==> src/rtl/core/rfd_pkg.sv <==
package rfd_pkg;

    localparam int PULSE_COUNT_DEF = 100;
    localparam int QUEUE_DEPTH     = 4;

    localparam logic [15:0] PREAMBLE_MIN_RST  = 16'd2400;
    localparam logic [15:0] MID_THRESHOLD_RST = 16'd500;
    localparam logic [15:0] LONG_MAX_RST      = 16'd800;

    localparam logic [6:0] IDX_MAX        = 7'h7F;
    localparam logic [6:0] FIRST_DATA_IDX = 7'd2;
    localparam logic [6:0] LAST_DATA_IDX  = 7'd95;
    localparam logic [5:0] ID_BITS        = 6'd24;

    localparam logic [6:0]  TAIL_TEMP   = 7'h41;
    localparam logic [6:0]  TAIL_HUM    = 7'h42;
    localparam logic [22:0] SWITCH_MASK = 23'h7FFFBF;

    typedef enum logic [2:0] {
        ST_OK          = 3'd0,
        ST_WRONG_COUNT = 3'd1,
        ST_PREAMBLE    = 3'd2,
        ST_LONG        = 3'd3,
        ST_PAIR        = 3'd4,
        ST_UNKNOWN     = 3'd5
    } t_status;

    typedef enum logic [1:0] {
        KIND_TEMP   = 2'd0,
        KIND_HUM    = 2'd1,
        KIND_SWITCH = 2'd2
    } t_kind;

    typedef enum logic [1:0] {
        CFG_PREAMBLE_MIN  = 2'd0,
        CFG_MID_THRESHOLD = 2'd1,
        CFG_LONG_MAX      = 2'd2
    } t_cfg_idx;

    typedef struct packed {
        logic [15:0] preamble_min;
        logic [15:0] mid_threshold;
        logic [15:0] long_max;
    } t_cfg;

    typedef struct packed {
        logic    bit_valid;
        logic    bit_value;
        t_status err;
        logic    last;
        logic    count_ok;
    } t_token;

    typedef struct packed {
        t_status     status;
        t_kind       frame_kind;
        logic [23:0] device_id;
        logic [8:0]  temperature_tenths;
        logic [7:0]  humidity;
        logic [1:0]  switch_letter;
        logic [2:0]  button;
        logic        switch_on;
        logic        group_command;
    } t_result;

endpackage

==> src/rtl/core/rfd_pulse_if.sv <==
interface rfd_pulse_if import rfd_pkg::*; ();
    logic        valid;
    logic        ready;
    logic [15:0] pulse_width;
    logic        last_pulse;

    modport source(output valid, output pulse_width, output last_pulse, input ready);
    modport sink(input valid, input pulse_width, input last_pulse, output ready);
endinterface

==> src/rtl/core/rfd_result_if.sv <==
interface rfd_result_if import rfd_pkg::*; ();
    logic        valid;
    logic        ready;
    logic [2:0]  status;
    logic [1:0]  frame_kind;
    logic [23:0] device_id;
    logic [8:0]  temperature_tenths;
    logic [7:0]  humidity;
    logic [1:0]  switch_letter;
    logic [2:0]  button;
    logic        switch_on;
    logic        group_command;

    modport source(output valid, output status, output frame_kind, output device_id,
                   output temperature_tenths, output humidity, output switch_letter,
                   output button, output switch_on, output group_command, input ready);
    modport sink(input valid, input status, input frame_kind, input device_id,
                 input temperature_tenths, input humidity, input switch_letter,
                 input button, input switch_on, input group_command, output ready);
endinterface

==> src/rtl/core/rf_pulse_frame_decoder_top.sv <==
// Accepts one pulse per cycle; a four-entry token queue between the pulse classifier
// and the frame assembler lets the input keep flowing while a result waits to be taken.
// A result becomes valid when the frame assembler pops the token of the last pulse from
// the queue, once the tokens ahead of it are gone and the output is free.
// Throughput is one pulse per cycle, limited only by the output stage holding one result.
// Synchronous active-low reset clears the capture state, the queue and the output valid,
// and restores the threshold registers to their default values.
module rf_pulse_frame_decoder_top import rfd_pkg::*; #(
    parameter int PULSE_COUNT = PULSE_COUNT_DEF
) (
    input  logic         i_clk,
    input  logic         i_rst_n,
    input  logic         i_cfg_we,
    input  logic [1:0]   i_cfg_idx,
    input  logic [15:0]  i_cfg_data,
    rfd_pulse_if.sink    i_pulse,
    rfd_result_if.source o_result
);

    t_cfg   r_cfg;
    logic   tok_valid;
    logic   tok_ready;
    t_token tok;
    logic   q_valid;
    logic   q_pop;
    t_token q_tok;

    always_ff @(posedge i_clk) begin
        if (!i_rst_n) begin
            r_cfg.preamble_min  <= PREAMBLE_MIN_RST;
            r_cfg.mid_threshold <= MID_THRESHOLD_RST;
            r_cfg.long_max      <= LONG_MAX_RST;
        end else if (i_cfg_we) begin
            case (t_cfg_idx'(i_cfg_idx))
                CFG_PREAMBLE_MIN:  r_cfg.preamble_min  <= i_cfg_data;
                CFG_MID_THRESHOLD: r_cfg.mid_threshold <= i_cfg_data;
                CFG_LONG_MAX:      r_cfg.long_max      <= i_cfg_data;
                default: begin
                end
            endcase
        end
    end

    rfd_front #(
        .PULSE_COUNT(PULSE_COUNT)
    ) u_front (
        .i_clk       (i_clk),
        .i_rst_n     (i_rst_n),
        .i_cfg       (r_cfg),
        .i_pulse     (i_pulse),
        .i_tok_ready (tok_ready),
        .o_tok_valid (tok_valid),
        .o_tok       (tok)
    );

    rfd_queue u_queue (
        .i_clk        (i_clk),
        .i_rst_n      (i_rst_n),
        .i_push_valid (tok_valid),
        .o_push_ready (tok_ready),
        .i_push_data  (tok),
        .o_pop_valid  (q_valid),
        .i_pop        (q_pop),
        .o_pop_data   (q_tok)
    );

    rfd_back u_back (
        .i_clk       (i_clk),
        .i_rst_n     (i_rst_n),
        .i_tok_valid (q_valid),
        .i_tok       (q_tok),
        .o_tok_pop   (q_pop),
        .o_result    (o_result)
    );

    a_err_fields_zero: assert property (@(posedge i_clk) disable iff (!i_rst_n)
        o_result.valid && o_result.status != ST_OK |->
            o_result.device_id == '0 && o_result.frame_kind == KIND_TEMP &&
            o_result.button == '0 && o_result.temperature_tenths == '0)
        else $error("error result carries nonzero fields");

    a_switch_cmd_zero: assert property (@(posedge i_clk) disable iff (!i_rst_n)
        o_result.valid && o_result.status == ST_OK && o_result.frame_kind == KIND_SWITCH |->
            o_result.switch_on == 1'b0 && o_result.device_id[23:19] == '0 &&
            o_result.button != '0)
        else $error("switch frame fields out of range");

    a_temp_range: assert property (@(posedge i_clk) disable iff (!i_rst_n)
        o_result.valid |-> o_result.temperature_tenths <= 9'd325)
        else $error("temperature out of range");

    a_reset_idle: assert property (@(posedge i_clk)
        !i_rst_n |=> !o_result.valid)
        else $error("result valid right after reset");

endmodule

==> src/rtl/core/rfd_front.sv <==
module rfd_front import rfd_pkg::*; #(
    parameter int PULSE_COUNT = PULSE_COUNT_DEF
) (
    input  logic        i_clk,
    input  logic        i_rst_n,
    input  t_cfg        i_cfg,
    rfd_pulse_if.sink   i_pulse,
    input  logic        i_tok_ready,
    output logic        o_tok_valid,
    output t_token      o_tok
);

    logic [6:0]  r_idx;
    logic [6:0]  n_idx;
    logic [15:0] r_held;
    logic [6:0]  idx_inc;
    logic        accept;
    logic        in_data;
    logic [15:0] w;

    assign w               = i_pulse.pulse_width;
    assign i_pulse.ready   = i_tok_ready;
    assign o_tok_valid     = i_pulse.valid;
    assign accept          = i_pulse.valid && i_tok_ready;
    assign idx_inc         = (r_idx == IDX_MAX) ? r_idx : r_idx + 7'd1;
    assign in_data         = (idx_inc >= FIRST_DATA_IDX) && (idx_inc <= LAST_DATA_IDX);
    assign n_idx           = i_pulse.last_pulse ? 7'd0 : idx_inc;

    always_comb begin
        o_tok.bit_valid = 1'b0;
        o_tok.bit_value = 1'b0;
        o_tok.err       = ST_OK;
        o_tok.last      = i_pulse.last_pulse;
        o_tok.count_ok  = (idx_inc == 7'(PULSE_COUNT));
        if (idx_inc == 7'd1) begin
            if (w < i_cfg.preamble_min) begin
                o_tok.err = ST_PREAMBLE;
            end
        end else if (in_data && idx_inc[0]) begin
            o_tok.bit_valid = 1'b1;
            if (r_held > i_cfg.mid_threshold) begin
                o_tok.bit_value = 1'b1;
                if (r_held > i_cfg.long_max) begin
                    o_tok.err = ST_LONG;
                end else if (w > i_cfg.mid_threshold) begin
                    o_tok.err = ST_PAIR;
                end
            end else if (w < i_cfg.mid_threshold) begin
                o_tok.err = ST_PAIR;
            end
        end
    end

    always_ff @(posedge i_clk) begin
        if (!i_rst_n) begin
            r_idx <= 7'd0;
        end else if (accept) begin
            r_idx <= n_idx;
        end
    end

    always_ff @(posedge i_clk) begin
        if (accept && in_data && !idx_inc[0]) begin
            r_held <= w;
        end
    end

endmodule

==> src/rtl/core/rfd_queue.sv <==
module rfd_queue import rfd_pkg::*; (
    input  logic   i_clk,
    input  logic   i_rst_n,
    input  logic   i_push_valid,
    output logic   o_push_ready,
    input  t_token i_push_data,
    output logic   o_pop_valid,
    input  logic   i_pop,
    output t_token o_pop_data
);

    localparam int PTR_W = $clog2(QUEUE_DEPTH);
    localparam int CNT_W = $clog2(QUEUE_DEPTH + 1);

    t_token             r_mem [QUEUE_DEPTH];
    logic [PTR_W-1:0]   r_wr;
    logic [PTR_W-1:0]   r_rd;
    logic [CNT_W-1:0]   r_cnt;
    logic               push;
    logic               pop;

    assign o_push_ready = (r_cnt != CNT_W'(QUEUE_DEPTH));
    assign o_pop_valid  = (r_cnt != '0);
    assign push         = i_push_valid && o_push_ready;
    assign pop          = i_pop && o_pop_valid;
    assign o_pop_data   = r_mem[r_rd];

    always_ff @(posedge i_clk) begin
        if (push) begin
            r_mem[r_wr] <= i_push_data;
        end
    end

    always_ff @(posedge i_clk) begin
        if (!i_rst_n) begin
            r_wr  <= '0;
            r_rd  <= '0;
            r_cnt <= '0;
        end else begin
            if (push) begin
                r_wr <= (r_wr == PTR_W'(QUEUE_DEPTH - 1)) ? '0 : r_wr + PTR_W'(1);
            end
            if (pop) begin
                r_rd <= (r_rd == PTR_W'(QUEUE_DEPTH - 1)) ? '0 : r_rd + PTR_W'(1);
            end
            if (push && !pop) begin
                r_cnt <= r_cnt + CNT_W'(1);
            end else if (pop && !push) begin
                r_cnt <= r_cnt - CNT_W'(1);
            end
        end
    end

endmodule

==> src/rtl/core/rfd_back.sv <==
module rfd_back import rfd_pkg::*; (
    input  logic         i_clk,
    input  logic         i_rst_n,
    input  logic         i_tok_valid,
    input  t_token       i_tok,
    output logic         o_tok_pop,
    rfd_result_if.source o_result
);

    logic [23:0] r_id;
    logic [22:0] r_tail;
    logic [5:0]  r_bits;
    t_status     r_err;
    logic [23:0] n_id;
    logic [22:0] n_tail;
    logic [5:0]  n_bits;
    t_status     n_err;
    logic        r_out_valid;
    t_result     r_out;
    t_result     res;
    logic        out_free;
    logic        pop;

    assign out_free  = !r_out_valid || o_result.ready;
    assign pop       = i_tok_valid && (!i_tok.last || out_free);
    assign o_tok_pop = pop;

    always_comb begin
        n_id   = r_id;
        n_tail = r_tail;
        n_bits = r_bits;
        n_err  = r_err;
        if (i_tok.bit_valid) begin
            if (r_bits < ID_BITS) begin
                n_id = {r_id[22:0], i_tok.bit_value};
            end else begin
                n_tail = {r_tail[21:0], i_tok.bit_value};
            end
            n_bits = r_bits + 6'd1;
        end
        if (r_err == ST_OK) begin
            n_err = i_tok.err;
        end
    end

    always_comb begin
        res = '0;
        if (!i_tok.count_ok) begin
            res.status = ST_WRONG_COUNT;
        end else if (n_err != ST_OK) begin
            res.status = n_err;
        end else if (n_tail[6:0] == TAIL_TEMP) begin
            res.frame_kind         = KIND_TEMP;
            res.device_id          = n_id;
            res.temperature_tenths = 9'(n_tail[19:15]) * 9'd10 + 9'(n_tail[10:7]);
        end else if (n_tail[6:0] == TAIL_HUM) begin
            res.frame_kind = KIND_HUM;
            res.device_id  = n_id;
            res.humidity   = n_tail[22:15];
        end else if ((n_tail & SWITCH_MASK) == '0) begin
            res.frame_kind    = KIND_SWITCH;
            res.device_id     = {5'd0, n_id[23:5]};
            res.switch_letter = {n_id[3], n_id[4]};
            res.button        = {1'b0, n_id[1:0]} + 3'd1;
            res.switch_on     = n_tail[7];
            res.group_command = n_tail[6];
        end else begin
            res.status = ST_UNKNOWN;
        end
    end

    always_ff @(posedge i_clk) begin
        if (!i_rst_n) begin
            r_id   <= '0;
            r_tail <= '0;
            r_bits <= '0;
            r_err  <= ST_OK;
        end else if (pop) begin
            if (i_tok.last) begin
                r_id   <= '0;
                r_tail <= '0;
                r_bits <= '0;
                r_err  <= ST_OK;
            end else begin
                r_id   <= n_id;
                r_tail <= n_tail;
                r_bits <= n_bits;
                r_err  <= n_err;
            end
        end
    end

    always_ff @(posedge i_clk) begin
        if (!i_rst_n) begin
            r_out_valid <= 1'b0;
        end else if (pop && i_tok.last) begin
            r_out_valid <= 1'b1;
        end else if (o_result.ready) begin
            r_out_valid <= 1'b0;
        end
    end

    always_ff @(posedge i_clk) begin
        if (pop && i_tok.last) begin
            r_out <= res;
        end
    end

    assign o_result.valid              = r_out_valid;
    assign o_result.status             = r_out.status;
    assign o_result.frame_kind         = r_out.frame_kind;
    assign o_result.device_id          = r_out.device_id;
    assign o_result.temperature_tenths = r_out.temperature_tenths;
    assign o_result.humidity           = r_out.humidity;
    assign o_result.switch_letter      = r_out.switch_letter;
    assign o_result.button             = r_out.button;
    assign o_result.switch_on          = r_out.switch_on;
    assign o_result.group_command      = r_out.group_command;

endmodule
==> src/flat_wrapper.sv <==
// flat-port wrapper written by rule: the top's interface ports become plain ports
module rf_pulse_frame_decoder_top_flat import rfd_pkg::*;
#(
    parameter int PULSE_COUNT = PULSE_COUNT_DEF
)
  (i_clk, i_rst_n, i_cfg_we, i_cfg_idx, i_cfg_data, i_pulse_valid, i_pulse_pulse_width, i_pulse_last_pulse, i_pulse_ready, o_result_valid, o_result_status, o_result_frame_kind, o_result_device_id, o_result_temperature_tenths, o_result_humidity, o_result_switch_letter, o_result_button, o_result_switch_on, o_result_group_command, o_result_ready);
  rfd_pulse_if i_pulse_i ();
  rfd_result_if o_result_i ();
  input  logic i_clk;
  input  logic i_rst_n;
  input  logic i_cfg_we;
  input  logic [1:0] i_cfg_idx;
  input  logic [15:0] i_cfg_data;
  input wire logic [$bits(i_pulse_i.valid)-1:0] i_pulse_valid;
  input wire logic [$bits(i_pulse_i.pulse_width)-1:0] i_pulse_pulse_width;
  input wire logic [$bits(i_pulse_i.last_pulse)-1:0] i_pulse_last_pulse;
  output wire logic [$bits(i_pulse_i.ready)-1:0] i_pulse_ready;
  output wire logic [$bits(o_result_i.valid)-1:0] o_result_valid;
  output wire logic [$bits(o_result_i.status)-1:0] o_result_status;
  output wire logic [$bits(o_result_i.frame_kind)-1:0] o_result_frame_kind;
  output wire logic [$bits(o_result_i.device_id)-1:0] o_result_device_id;
  output wire logic [$bits(o_result_i.temperature_tenths)-1:0] o_result_temperature_tenths;
  output wire logic [$bits(o_result_i.humidity)-1:0] o_result_humidity;
  output wire logic [$bits(o_result_i.switch_letter)-1:0] o_result_switch_letter;
  output wire logic [$bits(o_result_i.button)-1:0] o_result_button;
  output wire logic [$bits(o_result_i.switch_on)-1:0] o_result_switch_on;
  output wire logic [$bits(o_result_i.group_command)-1:0] o_result_group_command;
  input wire logic [$bits(o_result_i.ready)-1:0] o_result_ready;
  assign i_pulse_i.valid = i_pulse_valid;
  assign i_pulse_i.pulse_width = i_pulse_pulse_width;
  assign i_pulse_i.last_pulse = i_pulse_last_pulse;
  assign i_pulse_ready = i_pulse_i.ready;
  assign o_result_valid = o_result_i.valid;
  assign o_result_status = o_result_i.status;
  assign o_result_frame_kind = o_result_i.frame_kind;
  assign o_result_device_id = o_result_i.device_id;
  assign o_result_temperature_tenths = o_result_i.temperature_tenths;
  assign o_result_humidity = o_result_i.humidity;
  assign o_result_switch_letter = o_result_i.switch_letter;
  assign o_result_button = o_result_i.button;
  assign o_result_switch_on = o_result_i.switch_on;
  assign o_result_group_command = o_result_i.group_command;
  assign o_result_i.ready = o_result_ready;
  rf_pulse_frame_decoder_top #(.PULSE_COUNT(PULSE_COUNT)) u_core (.i_clk(i_clk), .i_rst_n(i_rst_n), .i_cfg_we(i_cfg_we), .i_cfg_idx(i_cfg_idx), .i_cfg_data(i_cfg_data), .i_pulse(i_pulse_i), .o_result(o_result_i));
endmodule
==> config.mk <==
export PLATFORM = sky130hd
export DESIGN_NAME = rf_pulse_frame_decoder_top_flat
export DESIGN_NICKNAME = d
export VERILOG_FILES = /design/src/rtl/core/rfd_pkg.sv /design/src/rtl/core/rfd_pulse_if.sv /design/src/rtl/core/rfd_result_if.sv /design/src/rtl/core/rf_pulse_frame_decoder_top.sv /design/src/rtl/core/rfd_front.sv /design/src/rtl/core/rfd_queue.sv /design/src/rtl/core/rfd_back.sv /design/src/flat_wrapper.sv
export SDC_FILE = /design/constraint.sdc
export NUM_CORES = 1
export LEC_CHECK = 0
export BUFFER_PORTS_ARGS = -buffer_cell sky130_fd_sc_hd__buf_2
export CAP_MARGIN = 20
export CELL_PAD_IN_SITES_DETAIL_PLACEMENT = 1
export CELL_PAD_IN_SITES_GLOBAL_PLACEMENT = 1
export CORE_ASPECT_RATIO = 0.7
export CORE_UTILIZATION = 50
export CTS_CLUSTER_SIZE = 12
export DETAILED_ROUTE_END_ITERATION = 16
export PLACE_DENSITY = 0.87
export SLEW_MARGIN = 20
export SYNTH_ARGS = -nofsm -noshare
export SYNTH_HDL_FRONTEND = slang
export SYNTH_SLANG_ARGS = --single-unit
==> constraint.sdc <==
create_clock -name i_clk -period 8.9 [get_ports i_clk]
set_input_delay 0.445 -clock i_clk [delete_from_list [all_inputs] [get_ports i_clk]]
set_output_delay 0.445 -clock i_clk [all_outputs]
set_load 0.03 [all_outputs]
# Yosys cells after proc, flatten, opt, wreduce, memory -nomap -nowiden
# Memories as Yosys holds them, arrays and structs flattened. A register that Yosys moved wholly into a read port is not among the register bits.
# Cells that the tools add are included.
# totals
regBits,188
mem_bits_rw,28
in_bits,40
output_inout_bits,55
elab_cells,128
n_memories,1
# mem_list
name,words,width,read_ports,rd_ports_with_merged_regs,write_ports,line,text
u_core.u_queue.r_mem,4,7,1,1,1,rfd_queue.sv:15,t_token r_mem [QUEUE_DEPTH];
# op_classes
add_sub_neg,8
mul,1
magnitude_cmp,8
eq_ne,10
muxes,38
bitwise,4
n_reduce_logical,35
# ops
op,count
$mux W24,4
$mux W23,3
$gt A16 B16 Y1,3
$mux W3,13
$lt A16 B16 Y1,2
$eq A7 B7 Y1 const B,4
$mux W26,1
$mux W25,1
$logic_not A23 Y1,1
$mux W7,2
$mux W2,6
$mux W6,2
$logic_and A1 B1 Y1,10
$add A9 B4 Y9,1
$mul A5 B3 Y8 const B,1
$reduce_and A2 Y1,4
$reduce_or A4 Y1,2
$add A7 B1 Y7 const B,1
$eq A7 B1 Y1 const B,1
$ge A7 B2 Y1 const B,1
$le A7 B7 Y1 const B,1
$add A6 B1 Y6 const B,1
$eq A2 B2 Y1 const B,3
$lt A6 B5 Y1 const B,1
other kinds (18),35

# Logic depth before layout (Yosys ltp)
# Gate-level depths: netlist of run 1.
# depth
ltp_word,8
depth_mapped,16
ltp_nobuf,13

# Modules after synthesis
# A second synthesis of run 1 with hierarchy kept.
# unflattened
cells_unflattened,1081
area_unflattened_um2,11368.4
# modules_own_cells
mod,instances,cells_per_inst,area_each_um2,seq_area_each_um2
rfd_back,1,495,5201.2,2732.6
rfd_front,1,312,2747.6,620.6
rf_pulse_frame_decoder_top,1,186,1926.8,960.9
rfd_queue,1,88,1492.7,1021.0

# Worst setup path before layout of run 1
# OpenSTA, ideal clock, no wires.
# synth_timing
path_type,register -> register
startpoint,register with a tool-made name
endpoint,register u_core.u_back.r_out (netlist bit u_core.u_back.o_result.temperature_tenths[8]) (data pin)
setup_time_ns,0.168
arrival_time_ns,3.654
t_required_ns,8.732
path_slack_ns,5.079
path_stages_with_launch,16
n_path_buf,2
synth_period_minus_slack_ns,3.821
path_cell_list,dfxtp_1 -> buf_6 -> mux4_2 -> nand2_2 -> mux2i_1 -> inv_1 -> ha_1 -> ha_1 -> inv_1 -> fa_1 -> or3b_2 -> buf_1 -> o21ai_0 -> o2bb2ai_1 -> nand2_1 -> a211oi_1
# synth_rtl
item,line,text
end signal: assignment,rfd_back.sv:105,r_out <= res;
end: declaration,rfd_back.sv:19,t_result r_out;

==> flow_metrics.tcl, run 1 <==
set metrics [dict create \
    status "complete, no violations" \
    drc 0 \
    rows 44 \
    hp-start "i_pulse_pulse_width[4]" \
    critPathBufInv 2 \
    crit_type "flop to flop" \
    min_to "u_core.u_front.r_held[4]$_DFFE_PP_" \
    initial_utilization_pct 51.0 \
    peakVddDrop_uv 169 \
    hold_path_depth 1 \
    critPathMaxStageDelay_ns 0.64 \
    cp_slowest_cell "mux4_2" \
    worstMarginPinSlew_ns 1.11 \
    r2r_slack_ns 4.50 \
    reg2reg_to "u_core.u_back.o_result.temperature_tenths[8]$_SDFFCE_PP0P_" \
    wl_per_cell_um 20.2 \
    power.density_mw_per_mm2 257 \
    postCtsHoldBufs 0 \
    min_path_type "input port to flop" \
    die_x_um 176 \
    portBuffers 94 \
    synth-edff-count 97 \
    drt_wl_total_um 29200 \
    syn_area_per_cell_um2 9.91 \
    cts_setup_buffers 0 \
    setup_viol 0 \
    cts_tree "done" \
    met1_usage_pct 36.8 \
    cts_root_buffer "clkbuf_16" \
    die_y_um 124 \
    dr.pass1.iters 5 \
    syn_nets 1194 \
    antenna_found_initial 0 \
    r2r_cells 13 \
    synth_seq_cells 218 \
    cp-end-kind "flop" \
    drv_slew 0 \
    clock_latency_ns 0.53 \
    core-area_mm2 0.0208 \
    cp_top_family "multiplexers" \
    leakage_nw 4.67 \
    grt_busiest_layer "met2" \
    synth_cells 1068 \
    clk_path_buf_depth 3 \
    track_usage_pct 27.0 \
    ys_seq_area_share_pct 50.4 \
    async_reset_ff_share_pct 0 \
    skew_ns 0.0267 \
    fin_crit_sh_pct 49.4 \
    syn-cell-area_mm2 0.0106 \
    grt_pass1_vias 8700 \
    cp_cell_sequence "mux4_2 > nand2_2 > mux2i_1 > inv_1 > ha_1 > ha_1 > inv_1 > fa_1 > or3b_2 > o21ai_0 > o2bb2ai_1 > nand2_1 > a211oi_1" \
    drive_above_1_share_pct 13.4 \
    hpwlAfterDp_um 20100 \
    holdWs_ns 0.135 \
    yosysUniqueCellTypes 67 \
    rsz0062_at_grt "false" \
    crit_fanout 16 \
    fp.dieArea_mm2 0.0218 \
    fillers 2361 \
    slew_headroom_pct 25.8 \
    clk_pin_slew_ns 0.06 \
    met2_usage_pct 44.6 \
    period_needed_ns 4.40 \
    finalPower_mw 3.06 \
    h-tree-depth 1 \
    ios 95 \
    n_antenna_cell 0 \
    timing.fmax_mhz 227 \
    crit_arrival_ns 4.73 \
    hold_viol 0 \
    vias_per_cell 5.84 \
    grt_pass1_wl_um 46100 \
    yosys_most_used_dff "dfxtp_1" \
    yosys_warnings 0 \
    finalSetupTns_ns 0 \
    required_ns 9.24 \
    grt_max_degree 99 \
    post_cts_resized 0 \
    startpoint_type "flop" \
    cts_made_buffers 22 \
    cts.sinks 218 \
    gp_congestion 0.841 \
    area_delta_synth_final_pct 12.5 \
    ant_nets 0 \
    maxCapViolCount 0 \
    drt_iter0_markers 629 \
    vias 8422 \
    final_nets 1276 \
    grt_use_met3_pct 3.82 \
    grt_overflow 0 \
]
per-stage QoR:
stage | worst slack (ns) | instances | instance area (µm²) | utilization (%)
2_1_floorplan | 5.08 | 1068 | 10600 | -
4_1_cts | 4.50 | 1441 | 11900 | 57.3
5_1_grt | 4.21 | 1441 | 11900 | 57.3
3_5_place_dp | 4.56 | 1402 | 11300 | 54.3
3_3_place_gp | 4.69 | 1402 | 11300 | 54.3
6_report | 4.50 | 1441 | 11900 | 57.3
synthesized netlist by cell type, drive strengths merged (15+ instances only):
| cell type | n | area share (%) |
|---|---|---|
| nand3 | 15 | 0.71 |
| clkbuf | 30 | 1.1 |
| nand2 | 142 | 5.1 |
| a22oi | 32 | 2.3 |
| edfxtp | 97 | 28 |
| o21ai | 21 | 0.99 |
| o211ai | 15 | 1.1 |
| inv | 75 | 2.7 |
| nor2 | 110 | 3.9 |
| mux2i | 27 | 2.6 |
| ha | 83 | 9.8 |
| nor3 | 17 | 0.91 |
| dfxtp | 121 | 23 |
| a21oi | 107 | 5.1 |
sequential cells by signal, summed over array words and instances, names as in the netlist, 3 cells and up, named ones only:
name / cells
u_core.r_cfg: 48
u_core.u_back.r_err: 3
u_core.u_front.r_held: 16
u_core.u_back.r_bits: 6
u_core.u_back.o_result.status: 3
u_core.u_back.r_id: 24
u_core.u_front.r_idx: 7
u_core.u_queue.r_cnt: 3
u_core.u_back.r_tail: 23
u_core.u_back.o_result.humidity: 8
u_core.u_back.o_result.button: 3
u_core.u_back.o_result.device_id: 24
u_core.u_queue.r_mem: 28
u_core.u_back.o_result.temperature_tenths: 9
how the worst max path moves through the flow:
| stage | from | end | slack (ns) | cells after the start |
|---|---|---|---|---|
| detailed placement | flop | u_core.u_back.o_result.temperature_tenths[8]$_SDFFCE_PP0P_ | 4.56 | 13 |
| global route | flop | u_core.u_back.o_result.temperature_tenths[8]$_SDFFCE_PP0P_ | 4.21 | 13 |
| CTS | flop | u_core.u_back.o_result.temperature_tenths[8]$_SDFFCE_PP0P_ | 4.50 | 13 |
| finish | flop | u_core.u_back.o_result.temperature_tenths[8]$_SDFFCE_PP0P_ | 4.50 | 13 |
| global placement | flop | u_core.u_back.o_result.temperature_tenths[8]$_SDFFCE_PP0P_ | 4.69 | 13 |
| floorplan | flop | u_core.u_back.o_result.temperature_tenths[8]$_SDFFCE_PP0P_ | 5.08 | 15 |
per-layer routing:
| metal | wire length, µm | vias up |
|---|---|---|
| li1 | - | 3961 |
| met1 | 13400 | 4166 |
| met3 | 1380 | 59 |
| met5 | 0 | - |
| met2 | 13700 | 236 |
| met4 | 707 | 0 |
cell families after synthesis:
group                      synth area share, %
buffers and inverters                     4.53
muxes                                     4.51
and+or+nand+nor                           15.2
adders and majority gates                 10.4
xor gates and xnor gates                  1.24
AOI/OAI and AO/OA                         13.7
DFF                                       50.4
other                                   0.0354
final cells by class:
class / instances / area (µm²) / area share, %
clock buffers: 37 / 608 / 5.11
clock inverters: 2 / 21.3 / 0.179
inverters: 75 / 282 / 2.37
multi-input cells: 731 / 4780 / 40.2
flip-flops and latches: 218 / 5340 / 44.8
well taps: 276 / 345 / 2.90
repair buffers: 102 / 531 / 4.46
report_power, final:
part	leakage, nW	total [mW]	switching (mW)	internal, mW
registers	1.89	1.30	0.0708	1.23
logic	2.48	0.914	0.661	0.252
clock network	0.303	0.850	0.385	0.465
placed cells by master (no fill, tap or decap), types with 8 or more instances in the layout:
| master | Yosys | layout |
|---|---|---|
| ha_1 | 83 | 83 |
| xor2_1 | 8 | 8 |
| o22ai_1 | 13 | 13 |
| a21o_1 | 8 | 8 |
| nand3_1 | 15 | 15 |
| nand2_1 | 139 | 139 |
| a22oi_1 | 32 | 32 |
| and3_1 | 11 | 11 |
| edfxtp_1 | 97 | 97 |
| a21oi_1 | 106 | 106 |
| o211ai_1 | 15 | 15 |
| clkbuf_16 | 0 | 22 |
| nor2_1 | 110 | 109 |
| nand4_1 | 13 | 13 |
| buf_2 | 8 | 94 |
| o21ai_0 | 18 | 18 |
| nor2b_1 | 10 | 10 |
| nor3_1 | 16 | 15 |
| inv_1 | 74 | 74 |
| buf_4 | 0 | 8 |
| dfxtp_1 | 121 | 121 |
| mux2i_1 | 27 | 27 |
| clkbuf_1 | 30 | 14 |
Note: power is estimated with default switching activity, not from simulation.
==> run 2, diff against run 1 <==
--- a/config.mk
+++ b/config.mk
@@ -10,10 +10,10 @@
 export CELL_PAD_IN_SITES_DETAIL_PLACEMENT = 1
 export CELL_PAD_IN_SITES_GLOBAL_PLACEMENT = 1
 export CORE_ASPECT_RATIO = 0.7
-export CORE_UTILIZATION = 50
+export CORE_UTILIZATION = 47
 export CTS_CLUSTER_SIZE = 12
 export DETAILED_ROUTE_END_ITERATION = 16
-export PLACE_DENSITY = 0.87
+export PLACE_DENSITY = 0.82
 export SLEW_MARGIN = 20
 export SYNTH_ARGS = -nofsm -noshare
 export SYNTH_HDL_FRONTEND = slang
==> constraint.sdc (replaced) <==
create_clock -name i_clk -period 4.35 [get_ports i_clk]
set_input_delay 0.2175 -clock i_clk [delete_from_list [all_inputs] [get_ports i_clk]]
set_output_delay 0.2175 -clock i_clk [all_outputs]
set_load 0.03 [all_outputs]
==> run 2 against run 1 <==
Effect of this change:
- total power grew 110%
- maximum frequency grew 10%
- cell count grew 3.1%
- combinational power grew 110%
- clock power grew 120%
- register-to-register slack lost 4.1 ns
- utilization shrank 0.82 points
- sequential cell count is the same
- critical path depth is the same
- critical path type unchanged
- critical endpoint unchanged
==> flow_metrics.tcl, run 2 (synthesis results as in run 1) <==
set metrics [dict create \
    grt_max_degree 56 \
    cts_root_buffer "clkbuf_16" \
    fin_crit_sh_pct 91.8 \
    cts_made_buffers 23 \
    largestRegisters "u_core.r_cfg (48), u_core.u_queue.r_mem (28)" \
    peakVddDrop_uv 349 \
    mostFrequentLayoutCells "nand2_1 (139), dfxtp_1 (121), nor2_1 (109), a21oi_1 (106), edfxtp_1 (97)" \
    maxCapViolCount 0 \
    fin_area_mm2 0.0123 \
    wl_per_cell_um 20.1 \
    hpwlAfterDp_um 20300 \
    crit_type "flop to flop" \
    status "complete, no violations" \
    finalSetupTns_ns 0 \
    final_nets 1313 \
    ant_nets 0 \
    core-area_mm2 0.0218 \
    critPathMaxStageDelay_ns 0.62 \
    vias_per_cell 5.78 \
    cp_slowest_cell "mux4_2" \
    worst_path_most_repeated_cell "inv_1" \
    startpoint_type "flop" \
    dp_cells 1412 \
    cp_cell_sequence "mux4_2 > nand2_4 > buf_4 > mux2i_1 > inv_1 > ha_1 > inv_1 > fa_1 > or3b_2 > o21ai_0 > o2bb2ai_1 > nand2_1 > a211oi_1" \
    place_ws_ns 0.262 \
    initial_utilization_pct 48.4 \
    portBuffers 94 \
    cts.sinks 218 \
    final_common_cell "nand2_1" \
    finalWorstSetupSlack_ns 0.357 \
    postPlaceCellArea_mm2 0.0113 \
    worstMarginPinSlew_ns 1.05 \
    ios 95 \
    drive_above_1_share_pct 13.7 \
    crit_fanout 9 \
    rsz0062_at_grt "false" \
    power.density_mw_per_mm2 522 \
    die_y_um 128 \
    clk_pin_slew_ns 0.06 \
    clk_path_buf_depth 3 \
    grt_overflow 0 \
    clock_latency_ns 0.52 \
    skew_ns 0.0238 \
    setup_viol 0 \
    drv_slew 0 \
    gp_congestion 0.825 \
    vias 8588 \
    crit_arrival_ns 4.34 \
    holdWs_ns 0.0470 \
    area_delta_synth_final_pct 16.7 \
    fp.dieArea_mm2 0.0231 \
    timing.fmax_mhz 250 \
    h-tree-depth 1 \
    drt_iter0_markers 630 \
    final_cells 1486 \
    rows 45 \
    cts_tree "done" \
    largest_register_ffs 48 \
    leakage_nw 4.87 \
    antenna_found_initial 2 \
    dr.pass1.iters 4 \
    regMostFlops "u_core.r_cfg" \
    hold_viol 0 \
    slew_headroom_pct 30.2 \
    drt_wl_total_um 29900 \
    track_usage_pct 26.2 \
    period_needed_ns 3.99 \
    drc 0 \
    required_ns 4.70 \
    die_x_um 181 \
    grt_pass1_wl_um 48000 \
    grt_pass1_vias 8954 \
    cp-end-kind "flop" \
    fillers 2461 \
    min_path_type "input port to flop" \
]
-- run 2: cell count changes in the layout (fill, tap and decap cells not counted), sizes merged --
cell | previous run | this run
dlygate4sd3 | 0 | 32
buf | 102 | 106
diode | 0 | 2
inv | 75 | 77
bufinv | 0 | 1
clkbuf | 37 | 36
clkinv | 2 | 1
-- run 2: worst paths after layout --
kind	startpoint	to	slack, ns	cells past startpoint
setup / recovery	flop	u_core.u_back.o_result.temperature_tenths[8]$_SDFFCE_PP0P_	0.36	13
hold / removal	o_result_ready	u_core.u_back.o_result.valid$_SDFFE_PN0P_	0.05	3
setup reg to reg	flop	u_core.u_back.o_result.temperature_tenths[8]$_SDFFCE_PP0P_	0.36	13
hold reg to reg	u_core.r_cfg[10]$_SDFFE_PN0P_	u_core.r_cfg[10]$_SDFFE_PN0P_	0.46	2
-- run 2: area by class of cell --
type,instances,area (µm²),area share [%]
timing repair buffer,138,893,7.24
sequential,218,5340,43.2
clock buffer,36,638,5.17
antenna,2,5.00,0.0405
clock inverter,4,52.6,0.426
multi-input combinational,731,4790,38.8
tap,282,353,2.86
inverter,75,282,2.28
-- run 2: report_power, final --
group | leakage (nW) | total (mW) | switching, mW | internal [mW]
registers | 1.89 | 2.64 | 0.126 | 2.52
clock network | 0.335 | 1.89 | 0.818 | 1.07
logic | 2.64 | 1.92 | 1.36 | 0.555
total | 4.87 | 6.45 | 2.31 | 4.14
-- run 2: layer usage --
metal | global-route usage [%] | share of wire, %
met5 | 0 | 0
met4 | 8.33 | 2.8
met3 | 4.87 | 5.7
met2 | 42.1 | 46
met1 | 35.9 | 46
-- run 2: what timing repair did --
| item | 4_1_cts | 5_1_grt |
|---|---|---|
| setup endpoints to repair | 0 | 1 |
| buffers inserted | 0 | 0 |
| hold buffers | 32 | 0 |
| resized for setup | 0 | 2 |
| endpoints found under the hold margin | 59 | 0 |
-- run 2: per-stage QoR --
| stage | utilization (%) | power (mW) |
|---|---|---|
| after floorplan | - | 3.99 |
| after global placement | 51.8 | 4.46 |
| after detailed placement | 51.8 | 4.55 |
| after CTS | 56.4 | 6.47 |
| after global routing | 56.5 | 6.74 |
| final | 56.5 | 6.45 |
-- run 2: critical path: cells and delay by family (launching register included) --
kind                     cells  cell delay, ns
AND/OR/NAND/NOR              3            0.80
multiplexers                 2            0.86
flip-flops                   1            0.36
adder cells (fa/ha/maj)      2            0.85
buffers and inverters        3            0.41
AO/OA/AOI/OAI                3            0.54
